<file path="src/rtl/pisa_pkg.sv">
// ---------------------------------------------------------------------------
// pisa_pkg
// widths, register codes and controller/datapath command types
// ---------------------------------------------------------------------------
package pisa_pkg;

  localparam int ERROR_WIDTH_DEF = 16;

  localparam int DELTA_W   = 16;
  localparam int KP_W      = 16;
  localparam int KI_W      = 16;
  localparam int LIMIT_W   = 31;
  localparam int PERIOD_W  = 16;
  localparam int INTEG_W   = 32;
  localparam int ELAPSED_W = 32;
  localparam int DRIVE_W   = 49;

  localparam int CFG_DATA_W = 31;
  localparam int CFG_IDX_W  = 2;

  typedef enum logic [CFG_IDX_W-1:0] {
    CFG_KP     = 2'd0,
    CFG_KI     = 2'd1,
    CFG_LIMIT  = 2'd2,
    CFG_PERIOD = 2'd3
  } cfg_idx_t;

  localparam logic [KP_W-1:0]     KP_RST     = 16'd77;
  localparam logic [KI_W-1:0]     KI_RST     = 16'd0;
  localparam logic [LIMIT_W-1:0]  LIMIT_RST  = 31'd0;
  localparam logic [PERIOD_W-1:0] PERIOD_RST = 16'd100;

  // ms to seconds
  localparam int DIVISOR   = 1000;
  localparam int REM_W     = $clog2(DIVISOR);
  localparam int DIV_RADIX = 4;

  // shared multiplier: elapsed (zero-extended) or gain by error or integral
  localparam int MUL_A_W = ELAPSED_W + 1;
  localparam int MUL_B_W = 32;
  localparam int PROD_W  = MUL_A_W + MUL_B_W;

  typedef enum logic [1:0] {
    MUL_ELAPSED_ERR = 2'd0,
    MUL_KP_ERR      = 2'd1,
    MUL_KI_INTEG    = 2'd2
  } mul_sel_t;

  typedef struct packed {
    logic     accept;
    logic     mul_en;
    mul_sel_t mul_sel;
    logic     skip;
    logic     div_start;
    logic     div_step;
    logic     integ_upd;
    logic     drive_load;
    logic     drive_add;
    logic     out_load;
  } pisa_cmd_t;

  typedef struct packed {
    logic below_period;
    logic div_last;
    logic out_free;
  } pisa_stat_t;

endpackage

</file>
<file path="src/rtl/pisa_ctrl.sv">
// ---------------------------------------------------------------------------
// pisa_ctrl
// sequencer: accept, period check, divide, integrate, drive sum, deliver
// ---------------------------------------------------------------------------
module pisa_ctrl import pisa_pkg::*; (
  input  logic       clk,
  input  logic       rst,
  input  logic       in_valid,
  output logic       in_ready,
  output pisa_cmd_t  cmd,
  input  pisa_stat_t stat
);

  typedef enum logic [7:0] {
    S_IDLE     = 8'b0000_0001,
    S_CHECK    = 8'b0000_0010,
    S_DIV_LOAD = 8'b0000_0100,
    S_DIV      = 8'b0000_1000,
    S_INTEG    = 8'b0001_0000,
    S_MUL_KI   = 8'b0010_0000,
    S_SUM      = 8'b0100_0000,
    S_FINISH   = 8'b1000_0000
  } state_t;

  state_t state;
  state_t state_next;

  assign in_ready = (state == S_IDLE);

  always_ff @(posedge clk) begin
    if (rst) begin
      state <= S_IDLE;
    end else begin
      state <= state_next;
    end
  end

  always_comb begin
    state_next = state;
    cmd        = '0;
    cmd.mul_sel = MUL_ELAPSED_ERR;
    unique case (state)
      S_IDLE: begin
        if (in_valid) begin
          cmd.accept = 1'b1;
          state_next = S_CHECK;
        end
      end
      S_CHECK: begin
        // product is formed either way; unused when the period is not reached
        cmd.mul_en  = 1'b1;
        cmd.mul_sel = MUL_ELAPSED_ERR;
        if (stat.below_period) begin
          cmd.skip   = 1'b1;
          state_next = S_FINISH;
        end else begin
          state_next = S_DIV_LOAD;
        end
      end
      S_DIV_LOAD: begin
        cmd.div_start = 1'b1;
        state_next    = S_DIV;
      end
      S_DIV: begin
        cmd.div_step = 1'b1;
        if (stat.div_last) begin
          state_next = S_INTEG;
        end
      end
      S_INTEG: begin
        cmd.integ_upd = 1'b1;
        cmd.mul_en    = 1'b1;
        cmd.mul_sel   = MUL_KP_ERR;
        state_next    = S_MUL_KI;
      end
      S_MUL_KI: begin
        cmd.drive_load = 1'b1;
        cmd.mul_en     = 1'b1;
        cmd.mul_sel    = MUL_KI_INTEG;
        state_next     = S_SUM;
      end
      S_SUM: begin
        cmd.drive_add = 1'b1;
        state_next    = S_FINISH;
      end
      S_FINISH: begin
        if (stat.out_free) begin
          cmd.out_load = 1'b1;
          state_next   = S_IDLE;
        end
      end
      default: begin
        state_next = S_IDLE;
      end
    endcase
  end

endmodule

</file>
<file path="config.mk">
export PLATFORM = sky130hd
export DESIGN_NAME = pisa_ctrl
export DESIGN_NICKNAME = d
export VERILOG_FILES = /design/src/rtl/pisa_pkg.sv /design/src/rtl/pisa_ctrl.sv
export SDC_FILE = /design/constraint.sdc
export NUM_CORES = 1
export LEC_CHECK = 0
export BUFFER_PORTS_ARGS = -buffer_cell sky130_fd_sc_hd__buf_4
export CORE_AREA = 10 10 47 49
export DETAILED_ROUTE_END_ITERATION = 12
export DIE_AREA = 0 0 57 59
export PLACE_DENSITY = 0.7
export SLEW_MARGIN = 20
export SYNTH_ARGS = -nofsm -noshare
export SYNTH_HDL_FRONTEND = slang
export SYNTH_SLANG_ARGS = --single-unit
</file>
<file path="constraint.sdc">
create_clock -name clk -period 1.2 [get_ports clk]
set_input_delay 0 -clock clk [delete_from_list [all_inputs] [get_ports clk]]
set_output_delay 0 -clock clk [all_outputs]
set_load 0.02 [all_outputs]
</file>
; ---- Word level (Yosys, flattened, before mapping)
; Index checks and enable logic that the tools add are counted.
[totals]
ff_bits = 8
input_bits = 6
[op_classes]
n_eq_ne = 11
reduce_logical = 1
mux = 17
[op_table]
columns = cell, n
row1 = $pmux W8 S8, 1
row2 = $mux W8, 4
row3 = $mux W1, 11
row4 = $pmux W3 S3, 1
row5 = $eq A8 B1 Y1 const B, 1
row6 = $eq A8 B2 Y1 const B, 1
row7 = $eq A8 B3 Y1 const B, 1
row8 = $eq A8 B4 Y1 const B, 1
row9 = $eq A8 B5 Y1 const B, 1
row10 = $eq A8 B6 Y1 const B, 1
row11 = $eq A8 B7 Y1 const B, 1
row12 = $eq A8 B8 Y1 const B, 1
row13 = $ne A2 B2 Y1 const B, 3
row14 = $reduce_and A3 Y1, 1

; ---- Longest topological paths before layout
; Gate-level depths: netlist (run 1).
[depth]
word_depth = 3
mapped_depth = 5
mapped_depth_nobuf = 3

; ---- Least setup slack after synthesis (run 1)
; No wires, ideal clock.
[synth_timing]
kind = register -> output
startpoint = register state[0]
endpoint = output cmd[8] (netlist name)
t_required_ns = 1.200
arrival_ns = 1.659
path_stages_with_launch = 6
setup_slack_ns = -0.459
n_path_buf = 2
cell_sequence = dfxtp_1 > buf_6 > nor3_4 > nand2_1 > nor3_1 > buf_4
[synth_lines]
columns = item, line_no
row1 = from (decl), pisa_ctrl.sv:25  ; state_t state;
row2 = from (signal assigned), pisa_ctrl.sv:34  ; state <= state_next;
row3 = to (decl), pisa_ctrl.sv:10  ; output pisa_cmd_t cmd,

==> out/metrics.yaml, run 1 <==
setup_path:
  critical_path_arrival_ps: 1440
  critPathMaxFanout: 3
  start_to_end_type_of_the_worst_setup_path: "reg2out"
  crit_chain: "nor3_4 -> buf_4 -> o2111ai_4 -> buf_4 -> inv_1 -> buf_6"
  critical_path.n_buffers_inverters: 4
  critical-path-max-stage-delay_ps: 350
  cpMostUsedCell: "buf_4"
  critical-path-slowest-cell: "dfxtp_4"
  worst_ep_required_time_ps: 1200
  cp-end-kind: "primary output"
  crit_path_launch_type: "flip-flop"
  path_delay_family: "buffers and inverters"
timing:
  timing_max_transition_violations_final: 0
  max_freq_mhz: 695.7
  finClkSkew_ps: 0.7702
  hold_viol: 0
  worstMarginPinSlew_ps: 297.1
  fin_crit_sh: 1.198
  setup-violations-final: 14
  slew_headroom: 0.7998
  rsz0062_at_grt: "yes"
  post-route-worst-setup-slack_ps: -237.4
  final_period_minus_worst_setup_slack_ps: 1437
yosys:
  ys_async_sr_fraction: 0
  ys_top_cells_by_count: "dfxtp_1 (8), nor3_1 (7)"
  yosysTopAreaCell: "dfxtp_1"
  yosysWarnings: 0
  postSynthAreaPerCell_um2: 8.270
  synth_seq_cells: 8
  post_synth_main_area_contributors: "dfxtp_1 (30%), nor3_1 (6.6%), nor3_4 (6.1%), nand2b_1 (4.7%), nor4_1 (4.7%)"
  synth_seq_area_share: 0.3026
  postSynth.topFlopCell: "dfxtp_1"
  yosys.cell_count.top_type: "dfxtp_1"
  synth.cell_area_um2: 529.3
  yosysUniqueCellTypes: 26
  mapped_nets: 70
  post-synth-top-area-fraction: 0.3026
  synthCells: 64
  synth_enable_flop_cells: 0
die:
  floorplan.die_area_um2: 3363
  die_w_um: 57
  floorplan.core_area_um2: 1401
  initial_utilization: 0.3777
  die-height_um: 59
  num_rows: 14
  io-pin-count: 18
global_route:
  overflow: 0
  via_count_of_the_first_global_routing_pass: 632
  grt_antenna_before_repair: 0
  wire_length_of_the_first_global_routing_pass_mm: 2.587
  grt_start_max_net_pins: 9
  gr_usage_total: 0.09071
route:
  postRouteAntennaNets: 0
  wl_mm: 1.531
  number_of_violations_reported_at_the_end_of_detailed_routing_iteration_0: 6
  route.detailed.drc: 0
  vias: 617
  drt_first_pass_iters: 4
  wl_per_cell_um: 13.09
  route.detailed.vias_per_inst: 5.274
clock_network:
  cts.reportedPaths.clkPinSlew_ps: 50
  worstSkewPairLatency_ps: 250
  cts_sinks: 8
  clock_path_buffers: 2
  h-tree-depth: 1
  root_buffer: "clkbuf_4"
  num_cts_buffers: 3
  cts_tree: "yes"
cells_and_area:
  layout.filler_cells: 110
  final_layout_size_suffix_gt1_frac: 0.6832
  area.sequential_um2: 171.4
  largest_register: "state"
  area.growth.synth_to_final_pct: 87.94
  number_of_flip_flops_under_the_largest_register_name: 8
  final_net_count: 109
  finalCoreUtilization: 0.7098
  area_of_combinational_cells_with_multiple_inputs_um2: 416.7
  finalInstanceArea_um2: 994.7
  antenna_cells_inserted: 0
  layout_top_registers: "state (8)"
pwr:
  power_density_nw_per_um2: 749.2
  leakage_nw: 0.4247
  vdd_drop_max_mv: 0.5687
placed_design:
  post-dp-hpwl_mm: 1.039
  port-buffer-count: 17
  gpl_wtd_cong: 0.7511
  placedInstanceArea_um2: 729.5
flow_run:
  drv_cap: 0
hold_path:
  holdCritPathClass: "in2reg"
outcome:
  outcome: "finished, violations left"
  violated_checks: "setup timing"
## cell families (layout without fill, tap and decap cells)
kind of cell    count (synthesis)  after routing  synth area share
simple gates                   36             36            0.4279
xor+xnor                        2              2           0.03310
compound gates                  8              8            0.1135
flops                           8              8            0.3026
buf+inv                        10             47            0.1229
## layout make-up
cell class / instances / area share
flip-flops and latches: 8 / 0.1723
repair buffers: 41 / 0.3547
well taps: 16 / 0.02013
inverters: 3 / 0.01132
multi-input cells: 46 / 0.4189
clock buffers: 3 / 0.02264
## worst min-delay path, delay by kind of cell
| kind | cells | cell delay (ps) |
|---|---|---|
| AND/OR/NAND/NOR | 1 | 60 |
| buffers and inverters | 2 | 200 |
## power by group
part           internal [mW]  switching (mW)
sequential             0.273          0.0106
combinational          0.137           0.123
clock                  0.114          0.0876
## final timing paths
path | start | to | slack [ps] | cells after the start
worst max-delay path | state[0]$_SDFFE_PP1P_ | cmd[9] | -240 | 6
worst min-delay path | in_valid | state[1]$_SDFFE_PP0P_ | 50 | 3
worst max register to register | state[0]$_SDFFE_PP1P_ | state[0]$_SDFFE_PP1P_ | -210 | 5
worst min register to register | state[4]$_SDFFE_PP0P_ | state[5]$_SDFFE_PP0P_ | 610 | 2
## placed cells by master, fill, tap and decap left out, types with 2 or more instances in the layout
master / Yosys / layout
nor2_4: 0 / 2
dfxtp_4: 0 / 2
dfxtp_2: 0 / 3
nand2_2: 0 / 4
nand2b_1: 4 / 3
dlygate4sd3_1: 0 / 3
xor2_1: 2 / 2
o21ai_0: 3 / 3
buf_4: 3 / 28
inv_1: 3 / 3
nor3b_1: 3 / 2
nor3_4: 2 / 3
nor4_1: 4 / 4
nand3b_1: 2 / 2
clkbuf_4: 0 / 3
buf_6: 2 / 10
nor3_2: 0 / 6
dfxtp_1: 8 / 3
## layer usage
metal / wire, um / track usage
met1: 613 / 0.09255
met4: 8 / 0.02013
met2: 803 / 0.1705
met3: 106 / 0.03433
met5: 0 / 0
## what timing repair did
action / CTS / global route
setup endpoints to repair: 17 / 17
hold buffers: 3 / 0
setup buffers: 7 / 4
gates resized for setup: 22 / 14
pin swaps: 10 / 5
endpoints found under the hold margin: 6 / 0
## stage by stage
| stage | power [mW] | instances | TNS [ps] | hold WS [ps] | setup WS [ps] |
|---|---|---|---|---|---|
| finish | 0.7453 | 117 | -2231 | 50.26 | -237.4 |
| global placement | 0.4556 | 101 | -146.1 | 179.4 | -54.37 |
| detailed placement | 0.4594 | 101 | -610.6 | 180.6 | -115.4 |
| CTS | 0.7154 | 114 | -1935 | 52.89 | -180.6 |
| floorplan | 0.4029 | 64 | -492.8 | 77.57 | -148.9 |
| global route | 0.7896 | 117 | -3494 | 80.05 | -300.4 |
Note: power is estimated with default switching activity, not from simulation.
==> run 2, diff against run 1 <==
--- a/config.mk
+++ b/config.mk
@@ -7,6 +7,7 @@
 export LEC_CHECK = 0
 export BUFFER_PORTS_ARGS = -buffer_cell sky130_fd_sc_hd__buf_4
 export CORE_AREA = 10 10 47 49
+export CTS_CLUSTER_DIAMETER = 80
 export DETAILED_ROUTE_END_ITERATION = 12
 export DIE_AREA = 0 0 57 59
 export PLACE_DENSITY = 0.7
==> constraint.sdc (replaced) <==
create_clock -name clk -period 1.2 [get_ports clk]
set_input_delay 0.24 -clock clk [delete_from_list [all_inputs] [get_ports clk]]
set_output_delay 0.24 -clock clk [all_outputs]
set_load 0.02 [all_outputs]
==> run 2 against run 1 <==
The flow still finishes with violations (setup timing). Die area unchanged. First-iteration DRC count did not move. Hold slack better by 98 ps. Flip-flop and latch count stayed put. Clock power grew 4%. Global-route usage is 0.75 points higher. Critical endpoint is now cmd[2]. Largest power group unchanged. Highest routed layer unchanged.
==> out/metrics.yaml, run 2 (synthesis results as in run 1) <==
route:
  wl_mm: 1.552  # +1.4%
  postRouteAntennaNets: 0  # unchanged
  number_of_violations_reported_at_the_end_of_detailed_routing_iteration_0: 6  # unchanged
  drt_first_pass_iters: 5  # +1
  wl_per_cell_um: 13.86  # +5.9%
  vias: 582  # -5.7%
  route.detailed.vias_per_inst: 5.196  # -1.5%
  route.detailed.drc: 0  # unchanged
placed_design:
  port-buffer-count: 17  # unchanged
  gpl_wtd_cong: 0.7209  # -4.0%
  post-dp-hpwl_mm: 1.143  # +10%
  setup_slack_at_placement_ps: -159.8  # -44.41 ps
die:
  initial_utilization: 0.3777  # unchanged
  floorplan.die_area_um2: 3363  # unchanged
  floorplan.core_area_um2: 1401  # unchanged
  num_rows: 14  # unchanged
  die_w_um: 57  # unchanged
  die-height_um: 59  # unchanged
  io-pin-count: 18  # unchanged
cells_and_area:
  final_net_count: 104  # -4.6%
  number_of_flip_flops_under_the_largest_register_name: 8  # unchanged
  final_layout_size_suffix_gt1_frac: 0.7292  # +0.04600
  antenna_cells_inserted: 0  # unchanged
  area.growth.synth_to_final_pct: 79.91
  largest_register: "state"
  final_common_cell: "buf_4"
  layout_top_registers: "state (8)"
  layout.filler_cells: 121  # +10%
  most-common-layout-cells: "buf_4 (27), buf_6 (9)"
timing:
  final_period_minus_worst_setup_slack_ps: 1587  # +149.5 ps
  post-route-worst-setup-slack_ps: -387.0  # -149.5 ps
  slew_headroom: 0.8086  # +0.008777
  hold_viol: 0  # unchanged
  max_freq_mhz: 630.1  # -9.4%
  rsz0062_at_grt: "yes"
  finClkSkew_ps: 7.536  # +6.766 ps
  setup-violations-final: 14  # unchanged
  timing_max_transition_violations_final: 0  # unchanged
  worstMarginPinSlew_ps: 286.8  # -10.32 ps
  fin_crit_sh: 1.322  # +0.1246
  setup_tns_ps: -4380  # -2149 ps
setup_path:
  critical_path_arrival_ps: 1350  # -90 ps
  critPathMaxFanout: 5  # +2
  cpMostUsedCell: "nor3_4"
  reg2reg_setup_slack_ps: -190  # +20 ps
  cp-end-kind: "primary output"
  crit_path_launch_type: "flip-flop"
  start_to_end_type_of_the_worst_setup_path: "reg2out"
  critical-path-max-stage-delay_ps: 340  # about the same
  crit_chain: "nor3_4 -> nand2_2 -> nor3_4 -> buf_6"
  worst_ep_required_time_ps: 960  # -240 ps
  critical-path-slowest-cell: "dfxtp_2"
clock_network:
  h-tree-depth: 1  # unchanged
  cts_tree: "yes"
  num_cts_buffers: 3  # unchanged
  cts_sinks: 8  # unchanged
  ctsHoldBuffers: 0  # -3
  worstSkewPairLatency_ps: 250  # about the same
  cts.reportedPaths.clkPinSlew_ps: 60  # about the same
  root_buffer: "clkbuf_4"
  clock_path_buffers: 2  # unchanged
flow_run:
  drv_cap: 0  # unchanged
pwr:
  power_density_nw_per_um2: 788.4  # +5.2%
  vdd_drop_max_mv: 0.5861  # +3.1%
  leakage_nw: 0.4071  # -4.1%
outcome:
  violated_checks: "setup timing"
  outcome: "finished, violations left"
global_route:
  via_count_of_the_first_global_routing_pass: 660  # +4.4%
  overflow: 0  # unchanged
  wire_length_of_the_first_global_routing_pass_mm: 2.718  # +5.1%
  grt_antenna_before_repair: 0  # unchanged
  grt_start_max_net_pins: 9  # unchanged
  gr_usage_total: 0.09826  # +0.007549
hold_path:
  holdCritPathClass: "in2reg"
run 2: critical path, delay by kind of cell (launching register included):
family	cells	cell delay, ps
flip-flops	1	340
AND/OR/NAND/NOR	3	600
buffers and inverters	1	150
run 2: path summary, 6_finish.rpt:
check                         from                    end  cells past startpoint
max          state[0]$_SDFFE_PP1P_                 cmd[2]                      4
min                        stat[2]  state[2]$_SDFFE_PP0P_                      2
max reg2reg  state[1]$_SDFFE_PP0P_  state[0]$_SDFFE_PP1P_                      5
min reg2reg  state[5]$_SDFFE_PP0P_  state[2]$_SDFFE_PP0P_                      3
run 2: routing by layer:
layer,vias to the layer above,GRT usage,part of all wire
li1,294,-,-
met1,267,0.09541,0.40
met2,17,0.1829,0.52
met3,4,0.01931,0.055
met4,0,0.06711,0.024
met5,-,0,0
run 2: area by class of cell:
class | count | area, um2 | area share
Sequential cell | 8 | 172.7 | 0.1813
Tap cell | 16 | 20.02 | 0.02102
Multi-Input combinational cell | 46 | 421.7 | 0.4428
Timing Repair Buffer | 36 | 304.0 | 0.3193
Inverter | 3 | 11.26 | 0.01183
Clock buffer | 3 | 22.52 | 0.02365
run 2: report_power, final:
group | switching, mW | internal, mW
Combinational | 0.127 | 0.130
Clock | 0.0949 | 0.115
Sequential | 0.0125 | 0.272
Total | 0.234 | 0.517
run 2: per-stage QoR:
step / util / total power [mW] / std cells / hold WS (ps) / cell area, um2
global route: 0.6795 / 0.7915 / 112 / 162.0 / 952.2
CTS: 0.6500 / 0.7318 / 112 / 146.3 / 910.9
detailed placement: 0.5741 / 0.4987 / 106 / 423.8 / 804.5
global placement: 0.5741 / 0.4957 / 106 / 421.4 / 804.5
finish: 0.6795 / 0.7507 / 112 / 147.8 / 952.2
floorplan: - / 0.4224 / 64 / 317.3 / 598.1
run 2: what timing repair did:
action	CTS	global route
gates cloned	0	0
setup endpoints to repair	14	16
setup buffers	3	1
gates resized for setup	21	11
pin swaps	6	7
hold endpoints to repair	0	0
==> run 3, diff against run 2 <==
--- a/config.mk
+++ b/config.mk
@@ -6,11 +6,11 @@
 export NUM_CORES = 1
 export LEC_CHECK = 0
 export BUFFER_PORTS_ARGS = -buffer_cell sky130_fd_sc_hd__buf_4
-export CORE_AREA = 10 10 47 49
+export CORE_MARGIN = 10
+export CORE_UTILIZATION = 31
 export CTS_CLUSTER_DIAMETER = 80
 export DETAILED_ROUTE_END_ITERATION = 12
-export DIE_AREA = 0 0 57 59
-export PLACE_DENSITY = 0.7
+export PLACE_DENSITY = 0.58
 export SLEW_MARGIN = 20
 export SYNTH_ARGS = -nofsm -noshare
 export SYNTH_HDL_FRONTEND = slang
==> run 3 against run 2 <==
The run still ends with setup timing left. Die area increased by 12%. Flip-flop and latch count is the same. Combinational power increased by 6%. Count of clock-buffer cells in the layout unchanged. Hold slack got worse by 18 ps. Maximum frequency rose by 1.2%. Highest routed layer unchanged. Global-route usage is 0.14 points lower. Largest cell class unchanged.
==> out/metrics.yaml, run 3 (synthesis results as in run 1) <==
route:
  number_of_violations_reported_at_the_end_of_detailed_routing_iteration_0: 7  # +1
  route.detailed.vias_per_inst: 5.061  # -2.6%
  wl_per_cell_um: 15.25  # +10%
  route.detailed.drc: 0  # unchanged
  wl_mm: 1.738  # +12%
  drt_first_pass_iters: 4  # -1
  postRouteAntennaNets: 0  # unchanged
  vias: 577  # -0.86%
cells_and_area:
  layout.filler_cells: 123  # +1.7%
  area_of_combinational_cells_with_multiple_inputs_um2: 470.5  # +12%
  final_layout_size_suffix_gt1_frac: 0.7551  # +0.02594
  post_layout_nonfiller_instances: 114  # +1.8%
  layout_top_registers: "state (8)"
  antenna_cells_inserted: 0  # unchanged
  most-common-layout-cells: "buf_4 (30), buf_6 (8), dfxtp_2 (5)"
  final_common_cell: "buf_4"
  finalCoreUtilization: 0.6453  # -0.03420
  area.growth.synth_to_final_pct: 90.07
  largest_register: "state"
  area.sequential_um2: 166.4  # -3.6%
  number_of_flip_flops_under_the_largest_register_name: 8  # unchanged
  final_net_count: 106  # +1.9%
outcome:
  violated_checks: "setup timing"
  outcome: "finished, violations left"
global_route:
  gr_usage_total: 0.09691  # -0.001352
  via_count_of_the_first_global_routing_pass: 605  # -8.3%
  overflow: 0  # unchanged
  grt_antenna_before_repair: 0  # unchanged
  grt_start_max_net_pins: 9  # unchanged
  wire_length_of_the_first_global_routing_pass_mm: 2.711  # -0.26%
flow_run:
  drv_cap: 0  # unchanged
die:
  floorplan.die_area_um2: 3760  # +12%
  io-pin-count: 18  # unchanged
  num_rows: 14  # unchanged
  initial_utilization: 0.3395  # -0.03819
  die-height_um: 61.32  # +3.9%
  floorplan.core_area_um2: 1559  # +11%
  die_w_um: 61.32  # +7.6%
setup_path:
  critical_path_arrival_ps: 1330  # -20 ps
  reg2reg_setup_slack_ps: -170  # +20 ps
  worst_ep_required_time_ps: 960  # about the same
  crit_path_launch_type: "flip-flop"
  start_to_end_type_of_the_worst_setup_path: "reg2out"
  critPathMaxFanout: 5  # unchanged
  cp-end-kind: "primary output"
placed_design:
  post-place-cells: 104  # -1.9%
  setup_slack_at_placement_ps: -140.5  # +19.26 ps
  gpl_wtd_cong: 0.7304  # +1.3%
  port-buffer-count: 17  # unchanged
  post-dp-hpwl_mm: 1.144  # +0.16%
timing:
  final_period_minus_worst_setup_slack_ps: 1568  # -18.75 ps
  fin_crit_sh: 1.307  # -0.01563
  slew_headroom: 0.8367  # +0.02808
  worstMarginPinSlew_ps: 244.1  # -42.65 ps
  rsz0062_at_grt: "yes"
  max_freq_mhz: 637.7  # +1.2%
  whs_ps: 129.4  # -18.41 ps
  hold_viol: 0  # unchanged
  timing_max_transition_violations_final: 0  # unchanged
  setup_tns_ps: -4335  # +45.05 ps
  post-route-worst-setup-slack_ps: -368.2  # +18.75 ps
  finClkSkew_ps: 3.586  # -3.950 ps
  setup-violations-final: 14  # unchanged
hold_path:
  holdCritPathClass: "in2reg"
clock_network:
  num_cts_buffers: 3  # unchanged
  clock_path_buffers: 2  # unchanged
  cts_tree: "yes"
  cts_sinks: 8  # unchanged
  h-tree-depth: 1  # unchanged
  worstSkewPairLatency_ps: 260  # about the same
  root_buffer: "clkbuf_4"
  cts.reportedPaths.clkPinSlew_ps: 60  # about the same
pwr:
  vdd_drop_max_mv: 0.5383  # -8.2%
  leakage_nw: 0.4190  # +2.9%
  power_density_nw_per_um2: 770.0  # -2.3%
## run 3: cell types whose count changed in the layout (fill, tap and decap cells not counted), sizes merged
cell | before | now
buf | 36 | 38
## run 3: report_power, final
part | leakage [nW] | internal, mW | switching (mW)
logic | 0.338 | 0.130 | 0.142
clock network | 0.0138 | 0.115 | 0.104
registers | 0.0673 | 0.274 | 0.00956
total | 0.419 | 0.519 | 0.255
## run 3: path summary, 6_finish.rpt
check	to	from	depth (start not counted)
worst max-delay path	in_ready	state[5]$_SDFFE_PP0P_	5
worst min-delay path	state[2]$_SDFFE_PP0P_	stat[2]	2
worst max register to register	state[0]$_SDFFE_PP1P_	state[3]$_SDFFE_PP0P_	5
worst min register to register	state[2]$_SDFFE_PP0P_	state[5]$_SDFFE_PP0P_	3
## run 3: repair_timing
action,CTS,global route
cloned,0,0
setup buffers,4,3
endpoints found under the setup margin,15,17
pin swaps,7,4
hold buffers,0,0
endpoints found under the hold margin,0,0
gates resized for setup,24,9
## run 3: final cells by class
cell class                 instances  area share
clock buffer                       3     0.02239
tap                               16     0.01990
sequential                         8      0.1654
inverter                           3     0.01119
timing repair buffer              38      0.3134
multi-input combinational         46      0.4677
## run 3: per-layer routing
layer / global-route usage / vias to the layer above / routed length [um]
li1: - / 299 / -
met4: 0.05863 / 0 / 46
met1: 0.1076 / 257 / 727
met3: 0.03704 / 4 / 147
met2: 0.1538 / 17 / 817
met5: 0 / - / 0
## run 3: stage by stage
stage / power (mW) / instance area [um2]
floorplan: 0.4224 / 598.1
global placement: 0.4876 / 789.5
detailed placement: 0.4904 / 789.5
CTS: 0.7545 / 940.9
global route: 0.8109 / 1006
finish: 0.7746 / 1006
## run 3: worst max-delay path, stage by stage (launching register included)
cell     delay [ps]
dfxtp_2         340
nor3_4          250
nand2_4         120
buf_4           150
nor2_4           90
buf_6           120
